$ cat src/sv/qdsf_pkg.sv
package qdsf_pkg;

    // Largest d by default; d^4 then still fits 64 bits.
    localparam int MAX_D_DEFAULT = 65535;
    localparam int IDX_W         = 17;
    localparam int D_W           = 16;
    localparam int DIFF_W        = 64;
    localparam logic [D_W-1:0] LIMIT_RESET = 16'hFFFF;

    // Depth of the queue between the front and the back.
    localparam int QDEPTH = 4;

    typedef enum logic [3:0] {
        RSN_OK      = 4'd0,
        RSN_RANGE   = 4'd1,
        RSN_DRES    = 4'd2,
        RSN_MOD625  = 4'd3,
        RSN_MOD9    = 4'd4,
        RSN_CMOD8   = 4'd5,
        RSN_MOD4096 = 4'd6,
        RSN_BITMAP  = 4'd7,
        RSN_TABLES  = 4'd8,
        RSN_V5      = 4'd9
    } t_reason;

    typedef struct packed {
        logic             req_type;
        logic [IDX_W-1:0] flag_index;
        logic             flag_value;
        logic [D_W-1:0]   larger;
        logic [D_W-1:0]   smaller;
    } t_req_item;

    typedef struct packed {
        logic              accepted;
        logic [DIFF_W-1:0] difference;
        t_reason           reject_reason;
    } t_result;

    // One classified item as it waits in the queue.
    typedef struct packed {
        logic             is_test;
        logic             wr_en;
        logic [IDX_W-1:0] wr_idx;
        logic             wr_val;
        logic [D_W-1:0]   larger;
        logic [D_W-1:0]   smaller;
        logic             range_ok;
        logic [IDX_W-1:0] addr_lo;
        logic [IDX_W-1:0] addr_hi;
    } t_work;

    // Moduli of the fourth-power residue chains. The first one feeds the
    // mod 625 equality check, the others the sum-of-two-quartics tables.
    localparam int NMOD = 7;
    localparam logic [11:0] MODS [NMOD] = '{
        12'd625, 12'd256, 12'd729, 12'd343, 12'd121, 12'd169, 12'd841
    };
    localparam logic [31:0] RCPS [NMOD] = '{
        32'((64'd1 << 32) / 64'd625),
        32'((64'd1 << 32) / 64'd256),
        32'((64'd1 << 32) / 64'd729),
        32'((64'd1 << 32) / 64'd343),
        32'((64'd1 << 32) / 64'd121),
        32'((64'd1 << 32) / 64'd169),
        32'((64'd1 << 32) / 64'd841)
    };
    localparam logic [11:0] M_3    = 12'd3;
    localparam logic [11:0] M_5    = 12'd5;
    localparam logic [11:0] M_3125 = 12'd3125;
    localparam logic [31:0] RCP_3    = 32'((64'd1 << 32) / 64'd3);
    localparam logic [31:0] RCP_5    = 32'((64'd1 << 32) / 64'd5);
    localparam logic [31:0] RCP_3125 = 32'((64'd1 << 32) / 64'd3125);
    localparam logic [39:0] M5_8     = 40'd390625;
    localparam logic [21:0] RCP_5_8  = 22'((64'd1 << 40) / 64'd390625);

    // x mod m for x below 2^20 by a reciprocal multiply; the estimated
    // quotient is at most one short, so one conditional subtract fixes it.
    function automatic logic [19:0] mod_small(input logic [19:0] x, input logic [11:0] m,
                                              input logic [31:0] recip);
        logic [51:0] p;
        logic [19:0] q;
        logic [31:0] qm;
        logic [19:0] rem;
        p   = 52'(x) * 52'(recip);
        q   = p[51:32];
        qm  = 32'(q) * 32'(m);
        rem = x - qm[19:0];
        if (rem >= 20'(m)) begin
            rem = rem - 20'(m);
        end
        return rem;
    endfunction

    // x mod 5^8 for x below 2^40, same scheme.
    function automatic logic [18:0] mod_big(input logic [39:0] x);
        logic [61:0] p;
        logic [21:0] q;
        logic [39:0] qm;
        logic [39:0] rem;
        p   = 62'(x) * 62'(RCP_5_8);
        q   = p[61:40];
        qm  = 40'(q) * M5_8;
        rem = x - qm;
        if (rem >= M5_8) begin
            rem = rem - M5_8;
        end
        return rem[18:0];
    endfunction

    // Bit r is set when r is a sum of two fourth powers mod m. Evaluated
    // at elaboration only.
    function automatic logic [840:0] sum_ok_table(input int m);
        int sq [841];
        int qlist [841];
        int n;
        int s;
        int a;
        int b;
        logic [840:0] isq;
        logic [840:0] res;
        isq   = '0;
        res   = '0;
        n     = 0;
        sq[0] = 0;
        for (a = 1; a < m; a++) begin
            s = sq[a-1] + 2 * a - 1;
            while (s >= m) begin
                s = s - m;
            end
            sq[a] = s;
        end
        for (a = 0; a < m; a++) begin
            if (!isq[sq[sq[a]]]) begin
                isq[sq[sq[a]]] = 1'b1;
                qlist[n] = sq[sq[a]];
                n++;
            end
        end
        for (a = 0; a < n; a++) begin
            for (b = 0; b < n; b++) begin
                s = qlist[a] + qlist[b];
                if (s >= m) begin
                    s = s - m;
                end
                res[s] = 1'b1;
            end
        end
        return res;
    endfunction

    localparam logic [840:0] SUM_OK [NMOD] = '{
        sum_ok_table(625), sum_ok_table(256), sum_ok_table(729), sum_ok_table(343),
        sum_ok_table(121), sum_ok_table(169), sum_ok_table(841)
    };

endpackage

$ cat src/sv/qdsf_queue.sv
module qdsf_queue (
    input  logic             i_clk,
    input  logic             i_rst_n,
    input  logic             i_push,
    input  qdsf_pkg::t_work  i_work,
    output logic             o_full,
    input  logic             i_pop,
    output logic             o_valid,
    output qdsf_pkg::t_work  o_work
);
    import qdsf_pkg::*;

    localparam int PW = $clog2(QDEPTH);

    t_work          r_mem [QDEPTH];
    logic [PW-1:0]  r_wptr;
    logic [PW-1:0]  r_rptr;
    logic [PW:0]    r_count;

    assign o_full  = (r_count == (PW+1)'(QDEPTH));
    assign o_valid = (r_count != '0);
    assign o_work  = r_mem[r_rptr];

    always_ff @(posedge i_clk) begin
        if (!i_rst_n) begin
            r_wptr  <= '0;
            r_rptr  <= '0;
            r_count <= '0;
        end else begin
            if (i_push) begin
                r_wptr <= r_wptr + 1'b1;
            end
            if (i_pop) begin
                r_rptr <= r_rptr + 1'b1;
            end
            if (i_push && !i_pop) begin
                r_count <= r_count + 1'b1;
            end else if (i_pop && !i_push) begin
                r_count <= r_count - 1'b1;
            end
        end
    end

    always_ff @(posedge i_clk) begin
        if (i_push) begin
            r_mem[r_wptr] <= i_work;
        end
    end

endmodule

$ cat config.mk
export PLATFORM = sky130hd
export DESIGN_NAME = qdsf_queue
export DESIGN_NICKNAME = d
export VERILOG_FILES = /design/src/sv/qdsf_pkg.sv /design/src/sv/qdsf_queue.sv
export SDC_FILE = /design/constraint.sdc
export NUM_CORES = 1
export LEC_CHECK = 0
export BUFFER_PORTS_ARGS = -buffer_cell sky130_fd_sc_hd__buf_2
export CAP_MARGIN = 10
export CORE_MARGIN = 10
export CORE_UTILIZATION = 50
export CTS_CLUSTER_DIAMETER = 120
export CTS_CLUSTER_SIZE = 16
export DETAILED_ROUTE_END_ITERATION = 8
export GPL_ROUTABILITY_DRIVEN = 0
export PLACE_DENSITY = 0.74
export SYNTH_ARGS = -nofsm -noshare
export SYNTH_HDL_FRONTEND = slang
export SYNTH_SLANG_ARGS = --single-unit
$ cat constraint.sdc
create_clock -name i_clk -period 2.8 [get_ports i_clk]
set_clock_uncertainty 0.1 [all_clocks]
set_input_delay 0.14 -clock i_clk [delete_from_list [all_inputs] [get_ports i_clk]]
set_output_delay 0.14 -clock i_clk [all_outputs]
set_load 0.03 [all_outputs]
# Word-level counts from Yosys, hierarchy flattened
# Memories as Yosys holds them, arrays and structs flattened. A register that Yosys moved wholly into a read port is not among the register bits.
# Index checks and enable logic that the tools add are counted.
[totals]
ff_bits = 7
ramBits = 348
input_bits = 91
output_inout_bits = 89
mem_count = 1
[op_classes]
add_sub_neg = 4
n_eq_ne = 1
n_mux = 6
reduce_logical = 6
[memory_table]
columns = ["name", "words", "word_bits", "read_ports", "rd_ports_with_merged_regs", "wr", "line", "text"]
rows = [
  ["r_mem", 4, 87, 1, 1, 1, "qdsf_queue.sv:15", "t_work r_mem [QDEPTH];"],
]
[op_table]
columns = ["operator", "n"]
rows = [
  ["$mux W3", 2],
  ["$add A2 B1 Y2 const B", 2],
  ["$mux W2", 2],
  ["$add A3 B1 Y3 const B", 1],
  ["$eq A3 B3 Y1 const B", 1],
  ["$reduce_bool A3 Y1", 1],
  ["$sub A3 B1 Y3 const B", 1],
  ["$logic_and A1 B1 Y1", 2],
  ["$logic_not A1 Y1", 2],
  ["$mux W1", 2],
  ["$reduce_bool A2 Y1", 1],
]

# Logic depth before layout (Yosys ltp)
[depth]
depth_word = 4
mapped_depth = 7
depth_no_buf = 7

# Worst setup path after synthesis
# OpenSTA, ideal clock, no wires.
[synth_timing]
path_type = "reg-to-reg"
from = "register r_wptr[0]"
to = "memory r_mem[0][0] (netlist bit) (enable)"
arrival_ns = 2.561
slack_ns = -0.316
stages_incl_launch_ff = 4
path_buffers = 0
period_less_slack_ns = 3.116
cell_sequence = "dfxtp_1 -> inv_1 -> ha_1 -> and2_1"
[synth_lines]
columns = ["element", "line", "text"]
rows = [
  ["start: declaration", "qdsf_queue.sv:16", "logic [PW-1:0] r_wptr;"],
  ["start signal: assignment", "qdsf_queue.sv:31", "r_wptr <= r_wptr + 1'b1;"],
  ["end: declaration", "qdsf_queue.sv:15", ""],
]
# Straight into the memory's write port.

==> impl_metrics.json <==
{
  "synth_cell_types": 21,
  "outcome": "completed",
  "grt_pass1_wl_microns": 40900,
  "root_buffer": "clkbuf_16",
  "grt_antenna_before_repair": 1,
  "grt.total_usage_pct": 15.8,
  "num_io_pins": 180,
  "core_area_sq_um": 25400,
  "drc": 0,
  "max_stage_delay_ns": 0.61,
  "vias": 6193,
  "cts-buffers-inserted": 26,
  "first_pass_iters": 4,
  "seq_area_frac_synth_pct": 81.8,
  "synth_top_area_share_pct": 80.4,
  "grt_pass1_vias": 6917,
  "fin_tns_setup_ns": 0,
  "rows": 58,
  "wirelength_microns": 26100,
  "ys.flop_type": "edfxtp_1",
  "grt_max_degree": 88,
  "syn-cell-area_sq_um": 13000,
  "start_kind": "register",
  "setup_viol": 0,
  "yosysWarningCount": 0,
  "synth_cells": 498,
  "pwr_density_cell_nw_per_um2": 697,
  "die_w_microns": 181,
  "syn_nets": 595,
  "synth-seq-cells": 357,
  "clock-sinks": 357,
  "cp.arrival_ns": 2.26,
  "max_freq_mhz": 399,
  "rsz0062_at_grt": "false",
  "worst-setup-path-type": "register to output pin",
  "die_area_sq_um": 32900,
  "syn_to_final_growth_pct": 23.1,
  "period_needed_ns": 2.50,
  "postLayoutCoreUtil_pct": 63.0,
  "period_share_pct": 89.4,
  "port_buffers": 179,
  "grt_overflow": 0,
  "fill_cells": 1696,
  "maxCapViolations": 0,
  "synth-edff-count": 348,
  "drtAntennaViolNets": 0,
  "tightest_slew_ns": 0.555,
  "final-hold-violation-count": 0,
  "synth_async_sr_flop_share_pct": 0,
  "hold_class": "input pin to register",
  "viasPerCell": 5.50,
  "drt_iter0_drc": 382,
  "whs_path_depth": 2,
  "synth_area_leaders": "edfxtp_1 80%, mux4_2 15%, dfxtp_1 1.4%, ha_1 0.48%, and2_1 0.43%",
  "syn_area_per_cell_sq_um": 26.1,
  "drt-wirelength-per-cell_microns": 23.1,
  "critPathCaptureType": "output pin",
  "tritoncts": "built",
  "dieHeight_microns": 181,
  "cts_setup_buffers": 0,
  "clk_pin_slew_worst_paths_ns": 0.07,
  "crit_fanout": 32,
  "yosysMostFrequentCell": "edfxtp_1",
  "vdd_drop_max_mv": 0.542,
  "slew_viol_final": 0,
  "worstRegToRegCells": 4,
  "crit_slowest_cell": "dfxtp_4",
  "required_ns": 2.56,
  "dp_hpwl_microns": 15700,
  "drive_above_1_share_pct": 39.2,
  "yosysTopAreaCell": "edfxtp_1",
  "fin_nets": 884,
  "worstPathCellList": "buf_12, mux4_2, buf_2",
  "p_leak_nw": 5.41,
  "initial_core_util_pct": 51.2,
  "synth_common_cells": "348 x edfxtp_1, 87 x mux4_2, 10 x buf_2, 9 x and2_1, 9 x dfxtp_1",
  "relSlewSlack_pct": 63.0,
  "ctsLongestPathBuffers": 3,
  "clock_latency_ns": 0.53,
  "htree_levels": 1
}
==> per-layer routing <==
layer	share of wire, %	vias to the layer above	global-route usage [%]
li1	-	2698	-
met1	41	3229	20.8
met2	50	229	26.2
met3	7.1	37	3.92
met4	1.8	0	3.09
met5	0	-	0
==> cell usage in the layout (no fill, tap or decap), drive strengths merged, types with 3 or more instances in the layout <==
cell type | synthesis | final
edfxtp | 348 | 348
buf | 15 | 191
dlygate4sd3 | 0 | 90
mux4 | 87 | 87
clkbuf | 5 | 36
dfxtp | 9 | 9
and2 | 9 | 9
ha | 5 | 5
inv | 4 | 4
xor2 | 3 | 3
==> layout make-up <==
class,instances,area (sq um),area share (%)
antenna,1,2.50,0.0156
tap,330,413,2.58
timing repair buffer,281,1990,12.4
clock inverter,1,16.3,0.102
clock buffer,36,709,4.43
multi-input combinational,117,2220,13.9
inverter,4,15.0,0.0938
sequential,357,10600,66.5
==> power breakdown <==
part,internal [mW],total (mW),switching [mW]
Combinational,0.613,1.56,0.944
Clock,1.75,3.38,1.63
Sequential,6.13,6.21,0.0824
Total,8.50,11.2,2.66
==> sequential cells by signal, summed over array words and instances (netlist names), named ones only <==
name     cells
r_count      3
r_rptr       2
r_wptr       2
r_mem      348
==> cell families (layout without fill, tap and decap cells) <==
logic type | after synthesis | in the layout | share of synthesized area (%)
DFF | 357 | 357 | 81.8
adders and majority gates | 6 | 6 | 0.635
xor gates and xnor gates | 5 | 5 | 0.337
other | 0 | 1 | 0
muxes | 89 | 89 | 15.2
buffers and inverters | 24 | 322 | 1.23
and+or+nand+nor | 15 | 15 | 0.712
AOI/OAI and AO/OA | 2 | 2 | 0.0962
==> stage by stage <==
stage	std cells	area, sq um	power (mW)	hold slack [ns]	setup slack, ns
finish	1127	16000	11.2	0.259	0.296
detailed placement	999	14400	7.81	0.257	0.797
global route	1127	16000	11.6	0.253	0.150
global placement	999	14400	7.76	0.249	0.845
floorplan	498	13000	7.30	0.139	0.642
CTS	1126	16000	11.3	0.232	0.216
==> worst max-delay path: cells and delay by family (launching register included) <==
kind                   cells  cell delay [ns]
buffers and inverters      2             0.54
multiplexers               1             0.57
flip-flops                 1             0.61
==> path summary, 6_finish.rpt <==
path | start | to | slack (ns)
min reg2reg | r_count[2] | r_count[2] | 0.43
max reg2reg | r_wptr[0] | r_mem[0][66] | 0.89
max | register | o_work[81] | 0.30
min | i_work[78] | r_mem[2][78] | 0.26
==> what timing repair did <==
| item | CTS | global route |
|---|---|---|
| gates resized for setup | 0 | 0 |
| hold endpoints to repair | 357 | 0 |
| endpoints found under the setup margin | 0 | 0 |
| hold buffers | 90 | 0 |
Note: power is estimated with default switching activity, not from simulation.
