<file path="config.mk">
export PLATFORM = sky130hd
export DESIGN_NAME = qdsf_front
export DESIGN_NICKNAME = d
export VERILOG_FILES = /design/src/sv/qdsf_pkg.sv /design/src/sv/qdsf_front.sv
export SDC_FILE = /design/constraint.sdc
export NUM_CORES = 1
export LEC_CHECK = 0
export ABC_AREA = 1
export BUFFER_PORTS_ARGS = -buffer_cell sky130_fd_sc_hd__clkbuf_2
export CORE_AREA = 2 2 116 118
export CTS_CLUSTER_DIAMETER = 60
export DETAILED_ROUTE_END_ITERATION = 16
export DIE_AREA = 0 0 118 120
export SLEW_MARGIN = 40
export SYNTH_ARGS = -nofsm -noshare
export SYNTH_HDL_FRONTEND = slang
export SYNTH_SLANG_ARGS = --single-unit
export TNS_END_PERCENT = 50
</file>
<file path="constraint.sdc">
create_clock -name i_clk -period 6.7 [get_ports i_clk]
set_clock_uncertainty 0.15 [all_clocks]
set_input_delay 0.335 -clock i_clk [delete_from_list [all_inputs] [get_ports i_clk]]
set_output_delay 0.335 -clock i_clk [all_outputs]
set_load 0.1 [all_outputs]
</file>
<file path="src/sv/qdsf_pkg.sv">
package qdsf_pkg;

    // Largest d by default; d^4 then still fits 64 bits.
    localparam int MAX_D_DEFAULT = 65535;
    localparam int IDX_W         = 17;
    localparam int D_W           = 16;
    localparam int DIFF_W        = 64;
    localparam logic [D_W-1:0] LIMIT_RESET = 16'hFFFF;

    // Depth of the queue between the front and the back.
    localparam int QDEPTH = 4;

    typedef enum logic [3:0] {
        RSN_OK      = 4'd0,
        RSN_RANGE   = 4'd1,
        RSN_DRES    = 4'd2,
        RSN_MOD625  = 4'd3,
        RSN_MOD9    = 4'd4,
        RSN_CMOD8   = 4'd5,
        RSN_MOD4096 = 4'd6,
        RSN_BITMAP  = 4'd7,
        RSN_TABLES  = 4'd8,
        RSN_V5      = 4'd9
    } t_reason;

    typedef struct packed {
        logic             req_type;
        logic [IDX_W-1:0] flag_index;
        logic             flag_value;
        logic [D_W-1:0]   larger;
        logic [D_W-1:0]   smaller;
    } t_req_item;

    typedef struct packed {
        logic              accepted;
        logic [DIFF_W-1:0] difference;
        t_reason           reject_reason;
    } t_result;

    // One classified item as it waits in the queue.
    typedef struct packed {
        logic             is_test;
        logic             wr_en;
        logic [IDX_W-1:0] wr_idx;
        logic             wr_val;
        logic [D_W-1:0]   larger;
        logic [D_W-1:0]   smaller;
        logic             range_ok;
        logic [IDX_W-1:0] addr_lo;
        logic [IDX_W-1:0] addr_hi;
    } t_work;

    // Moduli of the fourth-power residue chains. The first one feeds the
    // mod 625 equality check, the others the sum-of-two-quartics tables.
    localparam int NMOD = 7;
    localparam logic [11:0] MODS [NMOD] = '{
        12'd625, 12'd256, 12'd729, 12'd343, 12'd121, 12'd169, 12'd841
    };
    localparam logic [31:0] RCPS [NMOD] = '{
        32'((64'd1 << 32) / 64'd625),
        32'((64'd1 << 32) / 64'd256),
        32'((64'd1 << 32) / 64'd729),
        32'((64'd1 << 32) / 64'd343),
        32'((64'd1 << 32) / 64'd121),
        32'((64'd1 << 32) / 64'd169),
        32'((64'd1 << 32) / 64'd841)
    };
    localparam logic [11:0] M_3    = 12'd3;
    localparam logic [11:0] M_5    = 12'd5;
    localparam logic [11:0] M_3125 = 12'd3125;
    localparam logic [31:0] RCP_3    = 32'((64'd1 << 32) / 64'd3);
    localparam logic [31:0] RCP_5    = 32'((64'd1 << 32) / 64'd5);
    localparam logic [31:0] RCP_3125 = 32'((64'd1 << 32) / 64'd3125);
    localparam logic [39:0] M5_8     = 40'd390625;
    localparam logic [21:0] RCP_5_8  = 22'((64'd1 << 40) / 64'd390625);

    // x mod m for x below 2^20 by a reciprocal multiply; the estimated
    // quotient is at most one short, so one conditional subtract fixes it.
    function automatic logic [19:0] mod_small(input logic [19:0] x, input logic [11:0] m,
                                              input logic [31:0] recip);
        logic [51:0] p;
        logic [19:0] q;
        logic [31:0] qm;
        logic [19:0] rem;
        p   = 52'(x) * 52'(recip);
        q   = p[51:32];
        qm  = 32'(q) * 32'(m);
        rem = x - qm[19:0];
        if (rem >= 20'(m)) begin
            rem = rem - 20'(m);
        end
        return rem;
    endfunction

    // x mod 5^8 for x below 2^40, same scheme.
    function automatic logic [18:0] mod_big(input logic [39:0] x);
        logic [61:0] p;
        logic [21:0] q;
        logic [39:0] qm;
        logic [39:0] rem;
        p   = 62'(x) * 62'(RCP_5_8);
        q   = p[61:40];
        qm  = 40'(q) * M5_8;
        rem = x - qm;
        if (rem >= M5_8) begin
            rem = rem - M5_8;
        end
        return rem[18:0];
    endfunction

    // Bit r is set when r is a sum of two fourth powers mod m. Evaluated
    // at elaboration only.
    function automatic logic [840:0] sum_ok_table(input int m);
        int sq [841];
        int qlist [841];
        int n;
        int s;
        int a;
        int b;
        logic [840:0] isq;
        logic [840:0] res;
        isq   = '0;
        res   = '0;
        n     = 0;
        sq[0] = 0;
        for (a = 1; a < m; a++) begin
            s = sq[a-1] + 2 * a - 1;
            while (s >= m) begin
                s = s - m;
            end
            sq[a] = s;
        end
        for (a = 0; a < m; a++) begin
            if (!isq[sq[sq[a]]]) begin
                isq[sq[sq[a]]] = 1'b1;
                qlist[n] = sq[sq[a]];
                n++;
            end
        end
        for (a = 0; a < n; a++) begin
            for (b = 0; b < n; b++) begin
                s = qlist[a] + qlist[b];
                if (s >= m) begin
                    s = s - m;
                end
                res[s] = 1'b1;
            end
        end
        return res;
    endfunction

    localparam logic [840:0] SUM_OK [NMOD] = '{
        sum_ok_table(625), sum_ok_table(256), sum_ok_table(729), sum_ok_table(343),
        sum_ok_table(121), sum_ok_table(169), sum_ok_table(841)
    };

endpackage

</file>
<file path="src/sv/qdsf_front.sv">
module qdsf_front #(
    parameter int MAX_D = qdsf_pkg::MAX_D_DEFAULT
) (
    input  logic                  i_clk,
    input  logic                  i_rst_n,
    input  logic                  i_in_valid,
    input  qdsf_pkg::t_req_item   i_in_data,
    output logic                  o_in_stall,
    input  logic [15:0]           i_limit,
    input  logic                  i_busy,
    input  logic                  i_full,
    output logic                  o_push,
    output qdsf_pkg::t_work       o_work
);
    import qdsf_pkg::*;

    localparam logic [IDX_W-1:0] DEPTH = IDX_W'(2 * MAX_D + 1);
    localparam logic [D_W-1:0]   MAXV  = D_W'(MAX_D);

    logic        r_valid;
    t_work       r_work;
    t_work       n_work;
    logic        accept;
    logic [D_W-1:0] lim;

    assign o_in_stall = i_busy || (r_valid && i_full);
    assign accept     = i_in_valid && !o_in_stall;
    assign o_push     = r_valid && !i_full;
    assign o_work     = r_work;
    assign lim        = (i_limit > MAXV) ? MAXV : i_limit;

    always_comb begin
        n_work          = '0;
        n_work.is_test  = i_in_data.req_type;
        n_work.wr_en    = !i_in_data.req_type && (i_in_data.flag_index < DEPTH);
        n_work.wr_idx   = i_in_data.flag_index;
        n_work.wr_val   = i_in_data.flag_value;
        n_work.larger   = i_in_data.larger;
        n_work.smaller  = i_in_data.smaller;
        n_work.range_ok = (i_in_data.smaller != '0) && (i_in_data.smaller < i_in_data.larger)
                          && (i_in_data.larger <= lim);
        n_work.addr_lo  = IDX_W'(i_in_data.larger) - IDX_W'(i_in_data.smaller);
        n_work.addr_hi  = IDX_W'(i_in_data.larger) + IDX_W'(i_in_data.smaller);
    end

    always_ff @(posedge i_clk) begin
        if (!i_rst_n) begin
            r_valid <= 1'b0;
        end else if (accept) begin
            r_valid <= 1'b1;
        end else if (o_push) begin
            r_valid <= 1'b0;
        end
    end

    always_ff @(posedge i_clk) begin
        if (accept) begin
            r_work <= n_work;
        end
    end

endmodule

</file>
# Word level (Yosys, flattened, before mapping)
# Index checks and enable logic that the tools add are counted.
[totals]
regBits = 88
inputBits = 72
output_inout_bits = 89
[classes]
n_addsub = 2
n_lt_le_gt_ge = 4
muxes = 3
reduce_logical = 12
[op_table]
columns = ["operator", "n"]
rows = [
  ["adder 16 x 16 -> 17 bit", 1],
  ["less-than comparator 17 bit (second input constant)", 1],
  ["subtractor 16 x 16 -> 17 bit", 1],
  ["> comparator 16 bit (second input constant)", 1],
  ["<= comparator 16 bit", 1],
  ["less-than comparator 16 bit", 1],
  ["two-way mux 16 bit", 1],
  ["nonzero test 16 bit", 1],
  ["logical AND 1 bit", 6],
  ["logical NOT 1 bit", 3],
  ["two-way mux 1 bit", 2],
  ["nonzero test 2 bit", 1],
  ["logical OR 1 bit", 1],
]

# Depth between registers and ports, before layout
[logic_depth]
word_depth = 5
ltp_mapped = 14

# Worst setup path before layout
# Ideal clock, no wire load.
[synth_timing]
kind = "input to register"
startpoint = "input port i_full"
endpoint = "register r_work, in the netlist o_work[10] (enable)"
setup_time_ns = 0.531
t_arrival_ns = 4.802
path_slack_ns = 1.218
path_stages = 3
n_path_buf = 0
path_cell_list = "nand2_1 -> nand2_1 -> nor2_1"
[synth_via]
elab_chain_len = 4
[synth_lines]
columns = ["item", "line", "source"]
rows = [
  ["start, declared", "qdsf_front.sv:11", "input logic i_full,"],
  ["logical AND 1 bit", "qdsf_front.sv:26", "assign o_in_stall = i_busy || (r_valid && i_full);"],
  ["logical OR 1 bit", "qdsf_front.sv:26", ""],
  ["via o_in_stall", "qdsf_front.sv:8", "output logic o_in_stall,"],
  ["logical NOT 1 bit", "qdsf_front.sv:27", "assign accept = i_in_valid && !o_in_stall;"],
  ["logical AND 1 bit", "qdsf_front.sv:27", ""],
  ["via accept", "qdsf_front.sv:23", "logic accept;"],
  ["end signal, assigned", "qdsf_front.sv:58", "r_work <= n_work;"],
  ["end, declared", "qdsf_front.sv:21", "t_work r_work;"],
]
# The timed path passes the listed nets, and every way through them passes these cells.
# A chain may end at the register's enable or synchronous reset.

==> results.md <==
- After routing, the total negative slack on setup checks comes to 0 ns.
- The netlist area before placement is 5050 µm².
- After clock tree synthesis, the repair step resized 0 gates.
- Yosys printed 0 warnings.
- Data on the critical path arrives at its endpoint at 1.95 ns.
- The floorplan has 42 rows.
- At the end of routability-driven placement, the weighted congestion stood at 0.847.
- Registers take 2600 µm².
- At the end of the flow, the number of nets in the layout was 790.
- The critical path endpoint category is a flip-flop.
- The endpoint required time on the critical path is 6.64 ns.
- The critical path startpoint category is an input pin.
- The clock root buffer is clkbuf_16.
- In the synthesized netlist, the cells that appear most often are nand2_1 (103), edfxtp_1 (86), inv_1 (82), ha_1 (48).
- The latest clock arrival within the worst-skew pair is 0.34 ns.
- The post-layout instance count excluding filler cells is 849.
- The post-route fraction of the period consumed by the critical path is 0.301.
- After clock tree synthesis, the clock-pin slew on the worst setup and hold paths is 0.06 ns.
- By instance count, the leading cell after synthesis is nand2_1.
- The area growth from synthesis to layout is 24.5%.
- The peak ir drop on the vdd network is 0.0997 mV.
- Setup repair after global routing left no endpoint under its margin.
- The power density normalized to cell area is 257 nW/µm².
- The internal portion of the total power is 1.03 mW.
- The placed wire-length estimate is 9.78 mm.
- The number of distinct library cell variants in the gate-level netlist after synthesis is 34.
- The vertical die dimension is 120 µm.
- The initial antenna violation count was 0.
- The standard cell area after detailed placement is 6000 µm².
- The dominant register cell in the synthesized netlist is edfxtp_1.
- For the pin with the worst max-slew slack, the measured transition is 0.769 ns.
- The number of max-capacitance violations reported is 0.
- A synthesized cell averages 9.97 µm².
- Counting the fill cells in the layout gives 1273.
- The run finished with clean final reports.
- Along the worst path, the maximum fanout reaches 4.
- The routed via count is 4020.
- The number of nets handed over by synthesis was 629.
- The routed design has 12.1 mm of wire.
- The H-tree depth is 3.
- The count of unresolved DRC violations after routing is 0.
- The share of total power dissipated in the clock network is 0.300.
- The top-level port count is 161.
- After detailed routing, the average wire length per cell comes to 14.3 µm.
- 0 antenna diodes ended up in the layout.
- The type of the worst setup path is in2reg.
- The maximum number of pins on one net before global-route repair is 87.
- The number of nets with antenna violations after routing is 0.
- Static timing analysis puts the maximum clock frequency at 496 MHz.
- The number of storage elements in the synthesis netlist is 87.
- The number of sinks driven by the clock tree is 87.
- The cell area after layout is 6290 µm².
- The sum of internal, switching and leakage power is 1.62 mW.
- Once the clock tree was built, the setup fixing pass inserted 0 buffers.
- The area enclosed by the die boundary is 14200 µm².
- Measured along the x axis, the die boundary spans 118 µm.
- The number of vias per cell is 4.73.
- For this configuration, the core starts out at a cell density of 0.389.
- Of the synthesized area, sequential elements account for 0.515.
- Of the cells placed in the final design, the portion with a size suffix greater than 1 is 0.294.
- The number of buffers added to fix hold violations after cts is 0.
- Of the total power, the share spent switching nets is 0.363.
- Across every metal layer, demand over resource in global routing totals 0.179.
- The number of detailed-routing iterations run before antenna repair is 5.
- The count of pins over their slew limit is 0.
- Of the total power, registers draw 0.402.
- The clock tree from TritonCTS is built.
- The number of clock buffers inserted by TritonCTS is 9.
- After global routing the overflow that remains totals 0.
- The combinational cell fraction of total power is 0.297.
- Buffers placed on the I/O ports in this run total 160.
- Ranked by total cell area, the synthesized netlist is headed by edfxtp_1 (51%), ha_1 (12%), nand2_1 (7.7%), inv_1 (6.1%), a21oi_1 (2.8%).
- The maximum clock path buffer count is 2.
- The async set-reset flop share out of synthesis is 0.
- The number of setup violations in the final report is 0.
- The count of flip-flops with a built-in enable after synthesis is 86.
- The class of the tightest hold or removal check is in2reg.
- The biggest area consumer among synthesized cells is edfxtp_1.
- At the end of the flow the core is filled with cells to 0.484.
- The area of the multi-input gates is 2040 µm².
- The leakage power total is 3.02 nW.
- The area fraction of the dominant cell type after synthesis is 0.511.
- The first global-routing pass estimated 19.9 mm of wire.
- The count of routing violations after the opening detailed-route iteration is 236.
- The core region is 13000 µm².
- The cell count after synthesis came out at 507.
- The worst pin sits at a relative slew slack of 0.488.
- The final count of hold timing violations is 0.
- The via count of the first global-routing pass is 4052.
- The total net switching power is 0.588 mW.
- The minimum clock period after layout is 2.02 ns.
- Once placement completed, the tool counted placed cells totaling 833.
-- metrics by stage --
stage          worst slack [ns]  hold slack (ns)
2_1_floorplan              1.22            0.283
3_3_place_gp               4.35            0.367
3_5_place_dp               4.32            0.366
4_1_cts                    4.68          0.00601
5_1_grt                    4.54          0.00495
6_report                   4.68           0.0185
-- metal layers --
layer	up-vias	share of wire	track usage
met5	-	0	0
met4	0	0.017	0.0670
met3	12	0.054	0.0447
met2	140	0.47	0.294
met1	1842	0.46	0.229
li1	2026	-	-
-- cells by family (layout without fill, tap and decap cells) --
| family | count (synthesis) | in the layout | synth area share |
|---|---|---|---|
| AOI/OAI and AO/OA | 58 | 58 | 0.0701 |
| xor gates and xnor gates | 18 | 18 | 0.0312 |
| adders and majority gates | 50 | 50 | 0.127 |
| buffers and inverters | 96 | 262 | 0.0817 |
| DFF | 87 | 87 | 0.515 |
| and+or+nand+nor | 198 | 198 | 0.175 |
-- area by class of cell --
class / count / area share
flip-flops and latches: 87 / 0.414
multi-input cells: 324 / 0.325
repair buffers: 161 / 0.129
inverters: 85 / 0.0507
clock buffers: 10 / 0.0364
well taps: 176 / 0.0350
clock inverters: 6 / 0.00975
-- critical path: stages --
cell and delay [ns]:
clkbuf_2 0.10, inv_1 0.06, ha_1 0.21, fa_1 0.41, inv_1 0.07, nand3_1 0.06, nand2_1 0.11, nand2_1 0.07
nand2_2 0.14, nand2_2 0.07, nand2_2 0.12, nand2_2 0.07, nand3_1 0.06, nand2_1 0.08
-- state kept, by name, indices dropped and copies added, names as in the netlist --
register and flops:
r_valid 1, o_work 86
-- power by group through the flow --
stage	Combinational, mW	Clock (mW)	Sequential [mW]
finish	0.482	0.487	0.651
global route	0.521	0.521	0.654
CTS	0.485	0.503	0.652
detailed placement	0.484	0	0.663
global placement	0.480	0	0.663
floorplan	0.174	0	0.874
-- layout by cell type (no fill, tap or decap), types with 7 or more instances in the layout --
cell / netlist / layout
clkbuf_2: 0 / 160
nand2_1: 103 / 103
edfxtp_1: 86 / 86
inv_1: 82 / 82
ha_1: 48 / 48
a21oi_1: 28 / 28
nand3_1: 27 / 27
nor2_1: 28 / 27
xor2_1: 16 / 16
nand4_1: 15 / 15
o21ai_0: 9 / 9
clkbuf_16: 0 / 9
nand2_2: 8 / 8
o21bai_1: 7 / 7
-- path summary, 6_finish.rpt --
path | from | end | slack, ns | depth (start not counted)
setup / recovery | i_in_data[16] | o_work[29] | 4.68 | 14
hold / removal | i_in_data[32] | o_work[67] | 0.02 | 1
hold reg to reg | r_valid | r_valid | 0.42 | 4
setup reg to reg | r_valid | o_work[34] | 4.97 | 4
Power figures use the tool's default switching activity.
